File: config.mk
export PLATFORM = sky130hd
export DESIGN_NAME = qte_isqrt
export DESIGN_NICKNAME = d
export VERILOG_FILES = /design/src/sv/qte_pkg.sv /design/src/sv/qte_isqrt.sv
export SDC_FILE = /design/constraint.sdc
export NUM_CORES = 2
export LEC_CHECK = 0
export BUFFER_PORTS_ARGS = -buffer_cell sky130_fd_sc_hd__buf_4
export CAP_MARGIN = 20
export CELL_PAD_IN_SITES_DETAIL_PLACEMENT = 1
export CELL_PAD_IN_SITES_GLOBAL_PLACEMENT = 2
export CORE_MARGIN = 4
export CORE_UTILIZATION = 45
export DETAILED_ROUTE_END_ITERATION = 10
export GPL_ROUTABILITY_DRIVEN = 1
export GPL_TIMING_DRIVEN = 1
export PLACE_DENSITY = 0.85
export RECOVER_POWER = 25
export SLEW_MARGIN = 20
export SYNTH_ARGS = -nofsm -noshare
export SYNTH_HDL_FRONTEND = slang
export SYNTH_SLANG_ARGS = --single-unit
File: constraint.sdc
create_clock -name clk -period 5.75 [get_ports clk]
set_input_delay 0.8625 -clock clk [delete_from_list [all_inputs] [get_ports clk]]
set_output_delay 0.8625 -clock clk [all_outputs]
set_load 0.01 [all_outputs]
File: src/sv/qte_pkg.sv
// ----------------------------------------------------------------------------
// qte_pkg
// Shared widths, constants and the arctangent table for the quaternion to
// Euler angle converter.
// ----------------------------------------------------------------------------
package qte_pkg;

  localparam int CORDIC_STEPS_DEF = 16;
  localparam int TAB_LEN          = 24;
  localparam int ANG_W            = 32;
  localparam int SUM_W            = 34;
  localparam int CW               = 36;
  localparam int SQ_BITS          = 28;
  localparam int SQ_W             = 57;
  localparam int V_W              = 55;

  localparam logic [ANG_W-1:0] HALF_PI_ANG = 32'h4000_0000;
  localparam logic signed [SUM_W-1:0] ONE_Q27 = 34'sd134217728;
  localparam logic [V_W-1:0] ONE_Q54 = 55'd1 << 54;
  localparam logic signed [15:0] PITCH_POS = 16'sh4000;
  localparam logic signed [15:0] PITCH_NEG = -16'sh4000;

  // atan(2^-i), 2^31 = pi
  localparam logic [ANG_W-1:0] ATAN_TAB [TAB_LEN] = '{
    32'h20000000, 32'h12E4051E, 32'h09FB385B, 32'h051111D4, 32'h028B0D43,
    32'h0145D7E1, 32'h00A2F61E, 32'h00517C55, 32'h0028BE53, 32'h00145F2F,
    32'h000A2F98, 32'h000517CC, 32'h00028BE6, 32'h000145F3, 32'h0000A2FA,
    32'h0000517D, 32'h000028BE, 32'h0000145F, 32'h00000A30, 32'h00000518,
    32'h0000028C, 32'h00000146, 32'h000000A3, 32'h00000051
  };

endpackage

File: src/sv/qte_isqrt.sv
// ----------------------------------------------------------------------------
// qte_isqrt
// Pipelined floor integer square root, one result bit per register stage.
// ----------------------------------------------------------------------------
module qte_isqrt (
  input  logic                       clk,
  input  logic                       en,
  input  logic [qte_pkg::V_W-1:0]    v_in,
  output logic [qte_pkg::SQ_BITS-1:0] root
);
  import qte_pkg::*;

  logic [SQ_W-1:0] vs [1:SQ_BITS];
  logic [SQ_W-1:0] rs [1:SQ_BITS];

  for (genvar g = 0; g < SQ_BITS; g++) begin : g_stage
    localparam logic [SQ_W-1:0] BIT = {{(SQ_W-1){1'b0}}, 1'b1} << (2*(SQ_BITS-1-g));
    logic [SQ_W-1:0] v_cur;
    logic [SQ_W-1:0] r_cur;
    logic [SQ_W-1:0] trial;
    if (g == 0) begin : g_first
      assign v_cur = {{(SQ_W-V_W){1'b0}}, v_in};
      assign r_cur = '0;
    end else begin : g_rest
      assign v_cur = vs[g];
      assign r_cur = rs[g];
    end
    assign trial = r_cur + BIT;
    always_ff @(posedge clk) begin
      if (en) begin
        if (v_cur >= trial) begin
          vs[g+1] <= v_cur - trial;
          rs[g+1] <= (r_cur >> 1) + BIT;
        end else begin
          vs[g+1] <= v_cur;
          rs[g+1] <= r_cur >> 1;
        end
      end
    end
  end

  assign root = rs[SQ_BITS][SQ_BITS-1:0];
endmodule

Word level (Yosys, flattened, before mapping)
Memories as Yosys holds them, arrays and structs flattened.
Cells that the tools add are included.
{"block": "op_classes", "addsub": 82, "magnitude_cmp": 28, "muxes": 224, "n_bitwise": 56}
{"cell": "$mux 57", "count": 56}
{"cell": "$ge 57x57->1", "count": 27}
{"cell": "$sub 57x57->57", "count": 27}
{"cell": "$mux 1", "count": 168}
{"cell": "$add 56x1->57 const B", "count": 1}
{"cell": "$add 56x11->57 const B", "count": 1}
{"cell": "$add 56x13->57 const B", "count": 1}
{"cell": "$add 56x15->57 const B", "count": 1}
{"cell": "$add 56x17->57 const B", "count": 1}
{"cell": "$add 56x19->57 const B", "count": 1}
{"cell": "$add 56x21->57 const B", "count": 1}
{"cell": "$add 56x23->57 const B", "count": 1}
{"cell": "$add 56x25->57 const B", "count": 1}
{"cell": "$add 56x27->57 const B", "count": 1}
{"cell": "$add 56x29->57 const B", "count": 1}
{"cell": "$add 56x3->57 const B", "count": 1}
{"cell": "$add 56x31->57 const B", "count": 1}
{"cell": "$add 56x33->57 const B", "count": 1}
{"cell": "$add 56x35->57 const B", "count": 1}
{"cell": "$add 56x37->57 const B", "count": 1}
{"cell": "$add 56x39->57 const B", "count": 1}
{"cell": "$add 56x41->57 const B", "count": 1}
{"cell": "$add 56x43->57 const B", "count": 1}
{"cell": "$add 56x45->57 const B", "count": 1}
{"cell": "other kinds (37)", "count": 92}
{"block": "word_totals", "ff_bits": 0, "ram_bits": 3192, "inputBits": 57, "output_inout_bits": 28, "mem_count": 2}
{"name": "rs", "depth": 28, "word_bits": 57, "read_ports": 28, "rd_clocked_by_memory_dff": 0, "write_ports": 28, "line_no": "qte_isqrt.sv:14", "source": "logic [SQ_W-1:0] rs [1:SQ_BITS];"}
{"name": "vs", "depth": 28, "word_bits": 57, "read_ports": 27, "rd_clocked_by_memory_dff": 0, "write_ports": 28, "line_no": "qte_isqrt.sv:13", "source": "logic [SQ_W-1:0] vs [1:SQ_BITS];"}

Depth between registers and ports, before layout
An unclocked memory read counts as a cell.
{"block": "logic_depth", "ltp_word": 7, "ltp_mapped": 14, "mapped_depth_nobuf": 12}

Worst setup path before layout
No wires, ideal clock.
{"block": "synth_path", "path_type": "input to register", "from": "input en", "to": "register, netlist name rs[0][1486]", "setup_ns": 0.471, "t_arrival_ns": 4.447, "setup_slack_ns": 0.832, "path_stages": 6, "n_path_buf": 6, "cell_sequence": "clkbuf_1 > clkbuf_1 > clkbuf_1 > clkbuf_1 > clkbuf_1 > clkbuf_1"}
{"item": "start, declared", "line_no": "qte_isqrt.sv:7", "source": "input logic en,"}

==> run_results.csv <==
group,metric,value,unit
synthesis,yosysWarnings,0,
floorplan,die-area,0.217,mm2
grt,grt_pass1_wl,414,mm
finish,final_layout_size_suffix_gt1_share,7.36,%
synthesis,syn_inst,7592,
sta,relSlewSlack,24.8,%
synthesis,async_reset_ff_share,0,%
sta,rsz0062_at_grt,"false",
worst_setup_path,crit_path_end_kind,"flip-flop",
synthesis,synth_seq_cells,1944,
job,cap_viol_max_count,0,
clock_network,cts_setup_buffers,0,
worst_setup_path,worstPathArrival,5460,ps
clock_network,cts_buffers,204,
synthesis,synth_top_area_cell,"edfxtp_1",
sta,tightest_slew,1120,ps
pwr,ir_worst_vdd,0.392,mV
route,drt-total-wl,274,mm
worst_setup_path,crit_family,"simple AND/OR/NAND/NOR gates",
route,avgViaCountPerCell,5.89,
worst_setup_path,cp_cell_sequence,"inv_1, ha_1, nand2_1, nor4b_1, buf_4, and3_1, a31oi_1, o311a_1, or3_1, a31oi_1, nand4b_1, xnor2_1",
clock_network,clock_sinks,1944,
sta,fin_setup_tns,0,ps
clock_network,cts_tree,"yes",
sta,max_freq,205,MHz
synthesis,synth.most_common_cell,"edfxtp_1",
floorplan,start_util,45.4,%
pwr,p_per_area,393,mW/mm2
floorplan,fp-row-count,167,
worst_setup_path,path_common_cell,"a31oi_1",
status,status,"finished, final reports clean",
finish,seq_area,0.0584,mm2
worst_setup_path,critPathMaxFanout,10,
synthesis,synth.area.top_cells,"edfxtp_1 (62%), ha_1 (5.7%), xor2_1 (3.2%)",
clock_network,cts_root_buf,"clkbuf_16",
worst_setup_path,critPathBufInv,2,
sta,fin_crit,4870,ps
place,portBuffers,84,
floorplan,coreArea,0.208,mm2
synthesis,synth.net_count,8079,
clock_network,cts_resized,0,
sta,hold_viol_final,0,
synthesis,synth_commonest_cells,"edfxtp_1 (1,944), nand2_1 (540), inv_1 (539)",
grt,grt_pass1_vias,64800,
finish,num-fill-cells,21200,
finish,nNetsFinal,8280,
finish,fin_cells,10800,
finish,multiInputGateArea,0.0333,mm2
worst_setup_path,cpMaxStageDelayCell,"a31oi_1",
worst_hold_path,hold_path.class,"primary input to flip-flop",
grt,antenna_found_initial,17,
worst_setup_path,critPathMaxStageDelay,800,ps
place,post-dp-hpwl,208,mm
place,place_congestion,0.942,
sta,clock_skew,85.2,ps
finish,final_util,50.8,%
clock_network,htreeDepth,4,
floorplan,die_w,466,um
floorplan,pin_count,85,
floorplan,fp.dieH,466,um
synthesis,avgSynthCellArea,12.4,um2
sta,slew_violations,0,
synthesis,synthDominantCellAreaShare,62.0,%
sta,finalSetupViolCount,0,
sta,finalCritPeriodShare,84.8,%
synthesis,ys.flop_type,"edfxtp_1",
route,post_drt_wl_per_cell,25.5,um
worst_setup_path,cp.required,6340,ps
route,ant_nets,0,
worst_setup_path,worstSetupStartpointType,"flip-flop",
clock_network,cts.path.max_buffers,3,
route,dr_total_vias,63300,
route,drc,0,
synthesis,ys_types,96,
worst_setup_path,critPathKind,"flip-flop to flip-flop",
clock_network,clk_pin_slew,60,ps
synthesis,seq_area_frac_synth,62.0,%
route,drt_iter0_drc,6411,
clock_network,clk_latency,880,ps
route,dr.pass1.iters,5,
finish,syn2layout_area_growth,11.9,%
clock_network,holdBufCountCts,0,
grt,grt_max_degree,151,
place,dp.cells,10400,
synthesis,synthesis.area,0.0942,mm2
grt,grt_usage,25.0,%
grt,overflow,0,
synthesis,synth_edf_count,1944,
pwr,p_leak,38.8,nW
==> final timing paths <==
kind / startpoint / endpoint / slack, ps / cells past startpoint
worst max-delay path: rs[0][1221]$_DFFE_PP_ / vs[0][1298]$_DFFE_PP_ / 880 / 12
worst min-delay path: v_in[14] / vs[0][71]$_DFFE_PP_ / 150 / 1
worst max register to register: rs[0][1221]$_DFFE_PP_ / vs[0][1298]$_DFFE_PP_ / 880 / 12
worst min register to register: rs[0][1376]$_DFFE_PP_ / rs[0][1432]$_DFFE_PP_ / 400 / 0
==> layer usage <==
layer  track usage, %  share of wire [%]
met5                0              0.016
met4             6.79                2.8
met3             3.90                6.6
met2             38.8                 45
met1             36.8                 46
==> stage by stage <==
stage	power (mW)	setup slack [ps]	hold WS, ps	instance area (um2)
global placement	27.5	1050	423	98400
detailed placement	27.8	1030	429	98400
CTS	41.5	1000	53.7	105000
global route	43.3	677	93.6	105000
finish	41.4	877	155	105000
floorplan	24.6	832	417	94200
==> cell usage in the layout (no fill, tap or decap), types with 39 or more instances in the layout <==
cell type / synthesis / layout
a211oi_1: 49 / 46
a31oi_1: 40 / 40
o21ai_0: 403 / 402
mux2_2: 39 / 39
edfxtp_1: 1944 / 1944
nor2b_1: 53 / 53
inv_1: 539 / 539
nand3_1: 116 / 116
xor2_1: 346 / 346
nor2_1: 481 / 480
o21bai_1: 50 / 50
nand4_1: 113 / 113
nor3_1: 215 / 214
nand2b_1: 101 / 101
or4_1: 59 / 59
clkbuf_4: 0 / 54
clkbuf_16: 0 / 204
or3_1: 81 / 81
nand2_1: 540 / 540
a21o_1: 139 / 139
nor4_1: 286 / 284
ha_1: 430 / 430
buf_4: 0 / 96
xnor2_1: 341 / 341
a21oi_1: 413 / 413
o21a_1: 84 / 84
nor4b_1: 48 / 47
==> report_power, final <==
part	total, mW	internal [mW]	switching, mW
Clock	13.7	7.81	5.89
Combinational	8.30	3.09	5.22
Sequential	19.4	17.8	1.62
==> state kept, by name, summed over array words and instances (netlist names) <==
name	flops
rs	406
vs	1538
==> logic make-up (layout without fill, tap and decap cells) <==
group	count (synthesis)	in the layout	share of synthesized area (%)
simple gates	2339	2339	13.0
flops	1944	1944	62.0
compound gates	1436	1436	9.51
buf+inv	705	1075	2.83
xor+xnor	687	687	6.39
fa+ha+maj	430	430	5.71
mux	51	51	0.602
other cells	0	3	0
==> final cells by class <==
| type | instances | area share (%) |
|---|---|---|
| repair buffers | 160 | 1.24 |
| multi-input cells | 4943 | 31.5 |
| diodes | 3 | 0.00712 |
| clock buffers | 240 | 4.97 |
| clock inverters | 135 | 1.65 |
| well taps | 2788 | 3.31 |
| flip-flops and latches | 1944 | 55.4 |
| inverters | 540 | 1.92 |
==> worst reg2reg max path, delay by kind of cell, from the launching register on <==
kind	cells	cell delay (ps)
buffers and inverters	2	370
AND/OR/NAND/NOR	5	1970
adder cells (fa/ha/maj)	1	550
AO/OA/AOI/OAI	3	1100
XOR/XNOR	1	190
flip-flops	1	470
Note: power is estimated with default switching activity, not from simulation.
